File: config.mk
export PLATFORM = sky130hd
export DESIGN_NAME = gtg_back
export DESIGN_NICKNAME = d
export VERILOG_FILES = /design/src/rtl/gtg_pkg.sv /design/src/rtl/gtg_back.sv
export SDC_FILE = /design/constraint.sdc
export NUM_CORES = 2
export LEC_CHECK = 0
export ABC_AREA = 0
export ABC_CLOCK_PERIOD_IN_PS = 11650
export BUFFER_PORTS_ARGS = -buffer_cell sky130_fd_sc_hd__buf_2
export CAP_MARGIN = 20
export CORE_ASPECT_RATIO = 0.75
export CORE_MARGIN = 2
export CORE_UTILIZATION = 60
export DETAILED_ROUTE_END_ITERATION = 6
export GPL_TIMING_DRIVEN = 0
export PLACE_DENSITY = 0.87
export RECOVER_POWER = 50
export SETUP_SLACK_MARGIN = 0.02
export SYNTH_ARGS = -nofsm -noshare
export SYNTH_HDL_FRONTEND = slang
export SYNTH_SLANG_ARGS = --single-unit
export TNS_END_PERCENT = 5
File: constraint.sdc
create_clock -name clock -period 11.65 [get_ports clock]
set_clock_uncertainty 0.2 [all_clocks]
set_input_delay 1.7475 -clock clock [delete_from_list [all_inputs] [get_ports clock]]
set_output_delay 1.7475 -clock clock [all_outputs]
set_load 0.02 [all_outputs]
File: src/rtl/gtg_pkg.sv
// ----------------------------------------------------------------------------
// gtg_pkg
// Shared types and constants for the go-to-goal proportional controller:
// datapath widths, cell payload, arctangent table, register map.
// ----------------------------------------------------------------------------
package gtg_pkg;

   // default parameter values
   localparam int FRAC_BITS_DEF     = 10;
   localparam int CORDIC_STAGES_DEF = 14;

   // field widths
   localparam int POS_W   = 16;  // pose / target coordinates
   localparam int HD_W    = 13;  // heading
   localparam int GAIN_W  = 14;
   localparam int SPD_W   = 15;  // speed limit, linear speed, distance tolerance
   localparam int HTOL_W  = 13;
   localparam int TURN_W  = 14;

   // offset and distance datapath
   localparam int DXY_W   = POS_W + 1;     // target minus pose
   localparam int SQ_W    = 32;            // one square, always below 2^32
   localparam int RAD_W   = 34;            // sum of squares, padded to even width
   localparam int ROOT_W  = RAD_W / 2;     // one root bit per cell
   localparam int REM_W   = ROOT_W + 2;

   // CORDIC datapath
   localparam int GUARD_W    = 8;
   localparam int XY_W       = 28;
   localparam int Z_W        = 34;
   localparam int ATAN_DEPTH = 20;
   localparam logic signed [Z_W-1:0] QUARTER_TURN = 34'sd1073741824;

   // angle conversion and decision
   localparam int MAG_W  = 32;
   localparam int PROD_W = 64;
   localparam logic [MAG_W-1:0] TWO_PI_Q29 = 32'd3373259426;
   localparam int BMAG_W = 17;
   localparam int ERR_W  = 19;
   localparam int SPROD_W = GAIN_W + ROOT_W;
   localparam logic signed [ERR_W-1:0] TURN_MAX = 19'sd8191;

   // register map (word index)
   localparam int CSR_AW = 5;
   localparam logic [2:0] REG_TARGET_X    = 3'd0;
   localparam logic [2:0] REG_TARGET_Y    = 3'd1;
   localparam logic [2:0] REG_SPEED_GAIN  = 3'd2;
   localparam logic [2:0] REG_SPEED_LIMIT = 3'd3;
   localparam logic [2:0] REG_DIST_TOL    = 3'd4;
   localparam logic [2:0] REG_HEAD_TOL    = 3'd5;

   // register reset values
   localparam logic [POS_W-1:0]  TARGET_X_RST    = 16'd1024;
   localparam logic [POS_W-1:0]  TARGET_Y_RST    = 16'd1024;
   localparam logic [GAIN_W-1:0] SPEED_GAIN_RST  = 14'd1024;
   localparam logic [SPD_W-1:0]  SPEED_LIMIT_RST = 15'd3072;
   localparam logic [SPD_W-1:0]  DIST_TOL_RST    = 15'd102;
   localparam logic [HTOL_W-1:0] HEAD_TOL_RST    = 13'd205;

   // payload handed from cell to cell
   typedef struct packed {
      logic                    vld;
      logic [HD_W-1:0]         hd;
      logic [XY_W-1:0]         cx;
      logic [XY_W-1:0]         cy;
      logic [Z_W-1:0]          cz;
      logic [RAD_W-1:0]        rad;
      logic [REM_W-1:0]        rem;
      logic [ROOT_W-1:0]       root;
   } gtg_cell_type;

   // atan(2^-i) in binary angle units, 2^32 per turn
   function automatic logic [31:0] atan_bam(input int idx);
      logic [31:0] v;
      unique case (idx)
         0:  v = 32'h20000000;
         1:  v = 32'h12E4051E;
         2:  v = 32'h09FB385B;
         3:  v = 32'h051111D4;
         4:  v = 32'h028B0D43;
         5:  v = 32'h0145D7E1;
         6:  v = 32'h00A2F61E;
         7:  v = 32'h00517C55;
         8:  v = 32'h0028BE53;
         9:  v = 32'h00145F2F;
         10: v = 32'h000A2F98;
         11: v = 32'h000517CC;
         12: v = 32'h00028BE6;
         13: v = 32'h000145F3;
         14: v = 32'h0000A2FA;
         15: v = 32'h0000517D;
         16: v = 32'h000028BE;
         17: v = 32'h0000145F;
         18: v = 32'h00000A30;
         19: v = 32'h00000518;
         default: v = 32'h00000000;
      endcase
      return v;
   endfunction

endpackage

File: src/rtl/gtg_back.sv
// ----------------------------------------------------------------------------
// gtg_back
// Exit stages: angle to radians, heading error, speed product, and the
// turn / drive / arrived decision into the result register.
// ----------------------------------------------------------------------------
module gtg_back #(
   parameter int FRAC_BITS = gtg_pkg::FRAC_BITS_DEF
) (
   input  logic                         clock,
   input  logic                         reset,
   input  gtg_pkg::gtg_cell_type        cell_i,
   input  logic [gtg_pkg::GAIN_W-1:0]   speed_gain,
   input  logic [gtg_pkg::SPD_W-1:0]    speed_limit,
   input  logic [gtg_pkg::SPD_W-1:0]    distance_tolerance,
   input  logic [gtg_pkg::HTOL_W-1:0]   heading_tolerance,
   output logic                         rsp_valid,
   output logic [gtg_pkg::SPD_W-1:0]    rsp_linear_speed,
   output logic [gtg_pkg::TURN_W-1:0]   rsp_turn_rate
);
   import gtg_pkg::*;

   localparam int RND_SH = 61 - FRAC_BITS;
   localparam logic [PROD_W-1:0] RND = PROD_W'(1) << (RND_SH - 1);

   // stage 1: angle magnitude
   logic              b1_vld_ff, b1_neg_ff;
   logic [MAG_W-1:0]  mag_ff;
   logic [Z_W-1:0]    zabs;
   logic [ROOT_W-1:0] b1_dist_ff;
   logic [HD_W-1:0]   b1_hd_ff;

   // stage 2: products
   logic              b2_vld_ff, b2_neg_ff;
   logic [PROD_W-1:0] prod_ff, prod_in;
   logic [SPROD_W-1:0] sprod_ff, sprod_in;
   logic [ROOT_W-1:0] b2_dist_ff;
   logic [HD_W-1:0]   b2_hd_ff;

   // stage 3: bearing magnitude, saturated speed
   logic              b3_vld_ff, b3_neg_ff;
   logic [BMAG_W-1:0] bmag_ff;
   logic [PROD_W-1:0] rnd_sum, rnd_sh;
   logic [SPD_W-1:0]  lin3_ff, lin_in;
   logic [SPROD_W-1:0] lin_full;
   logic [ROOT_W-1:0] b3_dist_ff;
   logic [HD_W-1:0]   b3_hd_ff;

   // stage 4: heading error
   logic              b4_vld_ff;
   logic signed [ERR_W-1:0] err_ff, err_in, bearing;
   logic [SPD_W-1:0]  lin4_ff;
   logic [ROOT_W-1:0] b4_dist_ff;

   // stage 5: result register
   logic              vld_ff;
   logic [SPD_W-1:0]  lin_ff, lin_out;
   logic [TURN_W-1:0] turn_ff, turn_out;
   logic [ERR_W-1:0]  aerr;
   logic signed [ERR_W-1:0] turn_sat;

   assign zabs = cell_i.cz[Z_W-1] ? -cell_i.cz : cell_i.cz;

   always_ff @(posedge clock) begin
      mag_ff     <= zabs[MAG_W-1:0];
      b1_neg_ff  <= cell_i.cz[Z_W-1];
      b1_dist_ff <= cell_i.root;
      b1_hd_ff   <= cell_i.hd;
      if (reset) b1_vld_ff <= 1'b0;
      else       b1_vld_ff <= cell_i.vld;
   end

   assign prod_in  = mag_ff * TWO_PI_Q29;
   assign sprod_in = speed_gain * b1_dist_ff;

   always_ff @(posedge clock) begin
      prod_ff    <= prod_in;
      sprod_ff   <= sprod_in;
      b2_neg_ff  <= b1_neg_ff;
      b2_dist_ff <= b1_dist_ff;
      b2_hd_ff   <= b1_hd_ff;
      if (reset) b2_vld_ff <= 1'b0;
      else       b2_vld_ff <= b1_vld_ff;
   end

   // round half up to FRAC_BITS radians; floor the speed then clamp
   assign rnd_sum  = prod_ff + RND;
   assign rnd_sh   = rnd_sum >> RND_SH;
   assign lin_full = sprod_ff >> FRAC_BITS;
   assign lin_in   = (lin_full > SPROD_W'(speed_limit)) ? speed_limit : lin_full[SPD_W-1:0];

   always_ff @(posedge clock) begin
      bmag_ff    <= rnd_sh[BMAG_W-1:0];
      lin3_ff    <= lin_in;
      b3_neg_ff  <= b2_neg_ff;
      b3_dist_ff <= b2_dist_ff;
      b3_hd_ff   <= b2_hd_ff;
      if (reset) b3_vld_ff <= 1'b0;
      else       b3_vld_ff <= b2_vld_ff;
   end

   assign bearing = b3_neg_ff ? -$signed(ERR_W'(bmag_ff)) : $signed(ERR_W'(bmag_ff));
   assign err_in  = bearing - $signed({{(ERR_W-HD_W){b3_hd_ff[HD_W-1]}}, b3_hd_ff});

   always_ff @(posedge clock) begin
      err_ff     <= err_in;
      lin4_ff    <= lin3_ff;
      b4_dist_ff <= b3_dist_ff;
      if (reset) b4_vld_ff <= 1'b0;
      else       b4_vld_ff <= b3_vld_ff;
   end

   // decide: turn in place, drive, or arrived
   always_comb begin
      aerr = err_ff[ERR_W-1] ? ERR_W'(-err_ff) : ERR_W'(err_ff);
      if (err_ff > TURN_MAX)       turn_sat = TURN_MAX;
      else if (err_ff < -TURN_MAX) turn_sat = -TURN_MAX;
      else                         turn_sat = err_ff;
      lin_out  = '0;
      turn_out = '0;
      if (b4_dist_ff > ROOT_W'(distance_tolerance)) begin
         if (aerr > ERR_W'(heading_tolerance)) turn_out = turn_sat[TURN_W-1:0];
         else                                  lin_out  = lin4_ff;
      end
   end

   always_ff @(posedge clock) begin
      lin_ff  <= lin_out;
      turn_ff <= turn_out;
      if (reset) vld_ff <= 1'b0;
      else       vld_ff <= b4_vld_ff;
   end

   assign rsp_valid        = vld_ff;
   assign rsp_linear_speed = lin_ff;
   assign rsp_turn_rate    = turn_ff;

endmodule

# [Word level (Yosys, flattened, before mapping)]
# Index checks and enable logic that the tools add are counted.
[totals] inputBits=233 out_inout_bits=30 reg_bits=332
[op_classes] bitwise=2 magnitude_cmp=5 n_reduce_logical=3 add_sub_neg=5 n_mul=2 mux=6
[op_table] cell="$add A64 B51 Y64 const B" n=1
[op_table] cell="$mul A32 B31 Y63 const B" n=1
[op_table] cell="$mux W19" n=2
[op_table] cell="$mux W32" n=1
[op_table] cell="$neg A32 Y32" n=1
[op_table] cell="$mul A14 B17 Y31" n=1
[op_table] cell="$gt A21 B15 Y1" n=1
[op_table] cell="$gt A19 B13 Y1" n=1
[op_table] cell="$gt A19 B14 Y1 const B" n=1
[op_table] cell="$lt A19 B14 Y1 const B" n=1
[op_table] cell="$neg A13 Y19" n=1
[op_table] cell="$neg A19 Y19" n=1
[op_table] cell="$sub A19 B13 Y19" n=1
[op_table] cell="$gt A17 B15 Y1" n=1
[op_table] cell="$mux W15" n=1
[op_table] cell="$mux W14" n=1
[op_table] cell="$mux W13" n=1
[op_table] cell="$reduce_or A3 Y1" n=1
[op_table] cell="$not A1 Y1" n=2
[op_table] cell="$reduce_and A2 Y1" n=1
[op_table] cell="$reduce_or A2 Y1" n=1

# [Logic depth before layout (Yosys ltp)]
[logic_depth] depth_word=5 depth_mapped=25

# [Least setup slack after synthesis]
# No wires, ideal clock.
[synth_timing] path_kind="in2reg" startpoint="input port speed_gain[3] (netlist name)" endpoint="register sprod_ff[26]" stages=25 n_path_buf=2 setup_ps=120 t_arrival_ps=7371 path_slack_ps=3959 cell_sequence="clkbuf_1 -> clkbuf_1 -> nand2_1 -> fa_1 -> inv_1 -> fa_1 -> inv_1 -> fa_1 -> inv_1 -> ha_1 -> inv_1 -> fa_1 -> inv_1 -> fa_1 -> ha_1 -> a21o_1 -> a21o_1 -> a21o_1 -> a21oi_1 -> o31ai_1 -> o2111ai_1 -> nand2_1 -> a211oi_1 -> o21ai_0 -> xnor2_1"
[synth_between] elab_chain_cells=1
[synth_rtl] element="from (decl)" line="gtg_back.sv:12" source="input logic [gtg_pkg::GAIN_W-1:0] speed_gain,"
[synth_rtl] element="$mul A14 B17 Y31" line="gtg_back.sv:73" source="assign sprod_in = speed_gain * b1_dist_ff;"
[synth_rtl] element="net sprod_in[26]" line="gtg_back.sv:35" source="logic [SPROD_W-1:0] sprod_ff, sprod_in;"
[synth_rtl] element="to (signal assigned)" line="gtg_back.sv:77" source="sprod_ff <= sprod_in;"
[synth_rtl] element="to (decl)" line="gtg_back.sv:35"
# The timed path passes the listed nets, and every way through them passes these cells.
# A chain may end at the register's enable or synchronous reset.

# [Final worst setup path]
[layout_timing] startpoint="register mag_ff[28]" endpoint="register prod_ff[63]"
[layout_between] elab_chain_cells=1
[layout_rtl] element="from (decl)" line="gtg_back.sv:27" source="logic [MAG_W-1:0] mag_ff;"
[layout_rtl] element="from (signal assigned)" line="gtg_back.sv:64" source="mag_ff <= zabs[MAG_W-1:0];"
[layout_rtl] element="$mul A32 B31 Y63" line="gtg_back.sv:72" source="assign prod_in = mag_ff * TWO_PI_Q29;"
[layout_rtl] element="net prod_in[63]" line="gtg_back.sv:34" source="logic [PROD_W-1:0] prod_ff, prod_in;"
[layout_rtl] element="to (signal assigned)" line="gtg_back.sv:76" source="prod_ff <= prod_in;"
[layout_rtl] element="to (decl)" line="gtg_back.sv:34"
# The timed path passes the listed nets, and every way through them passes these cells.

==> run_summary.xml <==
<?xml version="1.0" encoding="UTF-8"?>
<metrics>
  <group name="run_status">
    <metric name="run_status" unit="">finished, final reports clean</metric>
  </group>
  <group name="yosys">
    <metric name="async_flop_share" unit="">0</metric>
    <metric name="synth_compound_gate_area_share" unit="">0.0564</metric>
    <metric name="synthesis.area" unit="sq um">31900</metric>
    <metric name="yosysSeqAreaShare" unit="">0.171</metric>
    <metric name="synthMuxAreaShare" unit="">0.00529</metric>
    <metric name="synth_xor_xnor_area_share" unit="">0.0346</metric>
    <metric name="synth.yosys.warnings" unit="">0</metric>
    <metric name="post-synth-top-area-fraction" unit="">0.329</metric>
    <metric name="syn_inst" unit="">3198</metric>
    <metric name="synth_enable_flop_cells" unit="">0</metric>
    <metric name="synth_top_family_by_area" unit="">adder cells</metric>
    <metric name="synthTopCellsByArea" unit="">sky130_fd_sc_hd__fa_1 (33%), sky130_fd_sc_hd__ha_1 (21%), sky130_fd_sc_hd__dfxtp_1 (17%)</metric>
    <metric name="netlist.top_cell.by_area" unit="">sky130_fd_sc_hd__fa_1</metric>
    <metric name="synth_simple_gate_area_share" unit="">0.0884</metric>
    <metric name="postSynth.topFlopCell" unit="">sky130_fd_sc_hd__dfxtp_1</metric>
    <metric name="number_of_storage_elements_in_the_synthesis_netlist" unit="">273</metric>
    <metric name="netlist_cell_types" unit="">59</metric>
    <metric name="synth_net_count" unit="">4489</metric>
    <metric name="syn-mean-instance-area" unit="sq um">9.98</metric>
    <metric name="post_synth_fa_ha_maj_area_fraction" unit="">0.538</metric>
  </group>
  <group name="critical_path">
    <metric name="critical_path_peak_fanout" unit="">8</metric>
    <metric name="reg2reg_to" unit="">prod_ff[63]$_DFF_P_</metric>
    <metric name="worst-endpoint-arrival" unit="ns">8.81</metric>
    <metric name="crit-reg2reg-launch" unit="">mag_ff[28]$_DFF_P_</metric>
    <metric name="startpoint_class_of_the_critical_path" unit="">flip-flop</metric>
    <metric name="rrSetupSlack" unit="ns">3.07</metric>
    <metric name="crit_type" unit="">flip-flop to flip-flop</metric>
    <metric name="critical_path.endpoint_type" unit="">flip-flop</metric>
    <metric name="worstPathRequired" unit="ns">11.88</metric>
    <metric name="reg2regPathDepth" unit="">20</metric>
  </group>
  <group name="clock_tree">
    <metric name="clock_path_buffers" unit="">3</metric>
    <metric name="cts_resized" unit="">0</metric>
    <metric name="cts_buffers" unit="">23</metric>
    <metric name="cts_hold_repair.buffers" unit="">0</metric>
    <metric name="clock_sinks" unit="">273</metric>
    <metric name="tritoncts_clock_tree" unit="">done</metric>
    <metric name="post_cts_buffers" unit="">0</metric>
    <metric name="clock_tree.root_cell" unit="">sky130_fd_sc_hd__clkbuf_16</metric>
    <metric name="clock_tree.htree_level_count" unit="">1</metric>
    <metric name="worst_skew_pair.late_latency" unit="ns">0.55</metric>
    <metric name="clkSlewWorstSetupHoldPaths" unit="ns">0.07</metric>
  </group>
  <group name="floorplan">
    <metric name="die-width" unit="um">270</metric>
    <metric name="placeableCoreArea" unit="sq um">52800</metric>
    <metric name="placementRows" unit="">73</metric>
    <metric name="fp.dieArea" unit="sq um">55100</metric>
    <metric name="initial_utilization" unit="">0.605</metric>
    <metric name="io-pin-count" unit="">263</metric>
    <metric name="dieHeight" unit="um">204</metric>
  </group>
  <group name="worst_hold_path">
    <metric name="min_delay_worst_endpoint" unit="">lin4_ff[12]$_DFF_P_</metric>
    <metric name="holdCritPathClass" unit="">flip-flop to flip-flop</metric>
    <metric name="worstHoldPathCells" unit="">0</metric>
    <metric name="hp-start" unit="">lin3_ff[12]$_DFF_P_</metric>
  </group>
  <group name="grt">
    <metric name="gr-usage-all-layers" unit="">0.285</metric>
    <metric name="grt_residual_overflow" unit="">0</metric>
    <metric name="first_global_vias" unit="">24000</metric>
    <metric name="maximum_number_of_pins_on_one_net_before_global_route_repair" unit="">19</metric>
    <metric name="grt_antenna_before_repair" unit="">2</metric>
    <metric name="grt_first_pass_wirelength" unit="um">124000</metric>
  </group>
  <group name="timing">
    <metric name="rsz_0062_raised_after_global_routing" unit="">no</metric>
    <metric name="setup_viol" unit="">0</metric>
    <metric name="maximum_clock_frequency" unit="MHz">117</metric>
    <metric name="final.period_utilization" unit="">0.736</metric>
    <metric name="timing.setup.tns" unit="ns">0</metric>
    <metric name="slew_headroom" unit="">0.301</metric>
    <metric name="timing_hold_violations_final" unit="">0</metric>
    <metric name="timing.final.max_slew_violations" unit="">0</metric>
    <metric name="finalCriticalPeriod" unit="ns">8.58</metric>
    <metric name="worst-slew-pin-transition" unit="ns">1.02</metric>
  </group>
  <group name="place">
    <metric name="hpwl" unit="um">64600</metric>
    <metric name="port_buffers" unit="">143</metric>
    <metric name="routabilityCongestion" unit="">1.00</metric>
  </group>
  <group name="layout">
    <metric name="nFillCells" unit="">3958</metric>
    <metric name="most-common-layout-cells" unit="">sky130_fd_sc_hd__inv_1 (840), sky130_fd_sc_hd__ha_1 (533), sky130_fd_sc_hd__fa_1 (525), sky130_fd_sc_hd__dfxtp_1 (273), sky130_fd_sc_hd__nand2_1 (212)</metric>
    <metric name="mostFrequentLayoutCell" unit="">sky130_fd_sc_hd__inv_1</metric>
    <metric name="area_growth_syn_to_layout" unit="%">7.30</metric>
    <metric name="design.final.nets" unit="">4657</metric>
    <metric name="drive_gt1_frac" unit="">0.0648</metric>
  </group>
  <group name="detailed_routing">
    <metric name="detail_route.drc_violations" unit="">0</metric>
    <metric name="totalWireLength" unit="um">76400</metric>
    <metric name="firstDrtPassIters" unit="">5</metric>
    <metric name="drtAntennaViolNets" unit="">0</metric>
    <metric name="drt-vias-per-instance" unit="">5.48</metric>
    <metric name="route.detailed.wl_per_inst" unit="um">18.6</metric>
    <metric name="num_vias" unit="">22400</metric>
    <metric name="dr.first_iter.drc_count" unit="">1445</metric>
  </group>
  <group name="run">
    <metric name="maxCapViolations" unit="">0</metric>
  </group>
</metrics>
[worst max path at each step]
stage | start | to
after floorplan | speed_gain[3] | sprod_ff[26]$_DFF_P_
after global placement | speed_gain[3] | sprod_ff[26]$_DFF_P_
after detailed placement | speed_gain[3] | sprod_ff[26]$_DFF_P_
after CTS | mag_ff[28]$_DFF_P_ | prod_ff[63]$_DFF_P_
after global routing | mag_ff[28]$_DFF_P_ | prod_ff[63]$_DFF_P_
final | mag_ff[28]$_DFF_P_ | prod_ff[63]$_DFF_P_
[worst max-delay path, stage by stage, from the launching register on]
cell,delay (ns)
sky130_fd_sc_hd__dfxtp_1,0.82
sky130_fd_sc_hd__inv_1,0.42
sky130_fd_sc_hd__fa_1,0.70
sky130_fd_sc_hd__fa_1,0.47
sky130_fd_sc_hd__fa_1,0.54
sky130_fd_sc_hd__inv_1,0.05
sky130_fd_sc_hd__ha_1,0.30
sky130_fd_sc_hd__fa_1,0.48
sky130_fd_sc_hd__fa_1,0.54
sky130_fd_sc_hd__fa_1,0.51
sky130_fd_sc_hd__ha_1,0.32
sky130_fd_sc_hd__ha_1,0.31
sky130_fd_sc_hd__and3_1,0.23
sky130_fd_sc_hd__nand3_1,0.24
sky130_fd_sc_hd__a2111oi_0,0.86
sky130_fd_sc_hd__nor3_1,0.15
sky130_fd_sc_hd__a21oi_1,0.36
sky130_fd_sc_hd__a211oi_1,0.26
sky130_fd_sc_hd__o31ai_1,0.41
sky130_fd_sc_hd__a21oi_1,0.14
sky130_fd_sc_hd__xnor2_1,0.14
[cells by family (layout without fill, tap and decap cells)]
| group | count (synthesis) | count (layout) |
|---|---|---|
| adder cells (fa/ha/maj) | 1058 | 1058 |
| buffers and inverters | 896 | 1079 |
| AO/OA/AOI/OAI | 271 | 271 |
| flip-flops | 273 | 273 |
| other | 0 | 3 |
| AND/OR/NAND/NOR | 559 | 559 |
| multiplexers | 15 | 15 |
| XOR/XNOR | 126 | 126 |
[registers in the layout, summed over array words and instances (netlist names), 13 cells and up]
signal,count
b2_hd_ff,13
rsp_linear_speed,15
rsp_turn_rate,14
lin4_ff,15
b2_dist_ff,17
b3_hd_ff,13
prod_ff,14
err_ff,19
b3_dist_ff,17
bmag_ff,13
lin3_ff,15
sprod_ff,21
mag_ff,32
b4_dist_ff,17
b1_hd_ff,13
b1_dist_ff,17
[cell type report]
cell class / count / area (sq um) / share of cell area
well taps: 712 / 891 / 0.0260
inverters: 840 / 3150 / 0.0921
diodes: 3 / 7.51 / 0.000219
flip-flops and latches: 273 / 5470 / 0.160
clock buffers: 27 / 601 / 0.0175
plain buffers: 56 / 226 / 0.00661
repair buffers: 143 / 711 / 0.0208
multi-input cells: 2029 / 23100 / 0.674
clock inverters: 13 / 120 / 0.00351
[cells in the mapped netlist (3+ instances only)]
cell                        number
sky130_fd_sc_hd__inv_1         840
sky130_fd_sc_hd__ha_1          533
sky130_fd_sc_hd__fa_1          525
sky130_fd_sc_hd__dfxtp_1       273
sky130_fd_sc_hd__nand2_1       212
sky130_fd_sc_hd__and2_1        105
sky130_fd_sc_hd__xnor2_1       102
sky130_fd_sc_hd__nor2_1         70
sky130_fd_sc_hd__a21oi_1        66
sky130_fd_sc_hd__o21ai_0        61
sky130_fd_sc_hd__clkbuf_1       53
sky130_fd_sc_hd__a21o_1         38
sky130_fd_sc_hd__nand3_1        28
sky130_fd_sc_hd__xor2_1         24
sky130_fd_sc_hd__nor3_1         23
sky130_fd_sc_hd__nand4_1        22
sky130_fd_sc_hd__nor2b_1        18
sky130_fd_sc_hd__o21a_1         17
sky130_fd_sc_hd__o31ai_1        17
sky130_fd_sc_hd__mux2_2         15
sky130_fd_sc_hd__and3_1         14
sky130_fd_sc_hd__nand2b_1       10
sky130_fd_sc_hd__or4_1          10
sky130_fd_sc_hd__and4_1          8
sky130_fd_sc_hd__nor3_2          8
sky130_fd_sc_hd__nor4_1          8
sky130_fd_sc_hd__o41ai_1         8
sky130_fd_sc_hd__a211oi_1        7
sky130_fd_sc_hd__a31oi_1         7
sky130_fd_sc_hd__o21bai_1        7
sky130_fd_sc_hd__or2_2           7
sky130_fd_sc_hd__a2111oi_0       6
sky130_fd_sc_hd__or3_1           6
sky130_fd_sc_hd__a21boi_0        5
sky130_fd_sc_hd__o211ai_1        5
sky130_fd_sc_hd__o41a_1          5
sky130_fd_sc_hd__a311oi_1        3
sky130_fd_sc_hd__nand3b_1        3
sky130_fd_sc_hd__or4_4           3
[metrics by stage]
stage / area (sq um) / setup WS [ns] / cells / util / hold WS, ns
after floorplan: 31900 / 3.96 / 3198 / - / 0.110
after global placement: 33500 / 2.88 / 4053 / 0.635 / 0.110
after detailed placement: 33500 / 2.74 / 4053 / 0.635 / 0.112
after CTS: 34200 / 3.16 / 4093 / 0.649 / 0.125
after global routing: 34200 / 2.75 / 4095 / 0.649 / 0.129
final: 34200 / 3.07 / 4096 / 0.649 / 0.124
[per-layer routing]
layer / wire length (um) / up-vias / track usage
met5: 0 / - / 0
li1: - / 10300 / -
met2: 33900 / 1026 / 0.451
met3: 8680 / 137 / 0.0796
met1: 32000 / 11000 / 0.389
met4: 1850 / 0 / 0.0681
Power is left out: the tool's default activity adds up to more than one toggle a clock period on the data nets, which glitch-free logic cannot reach.
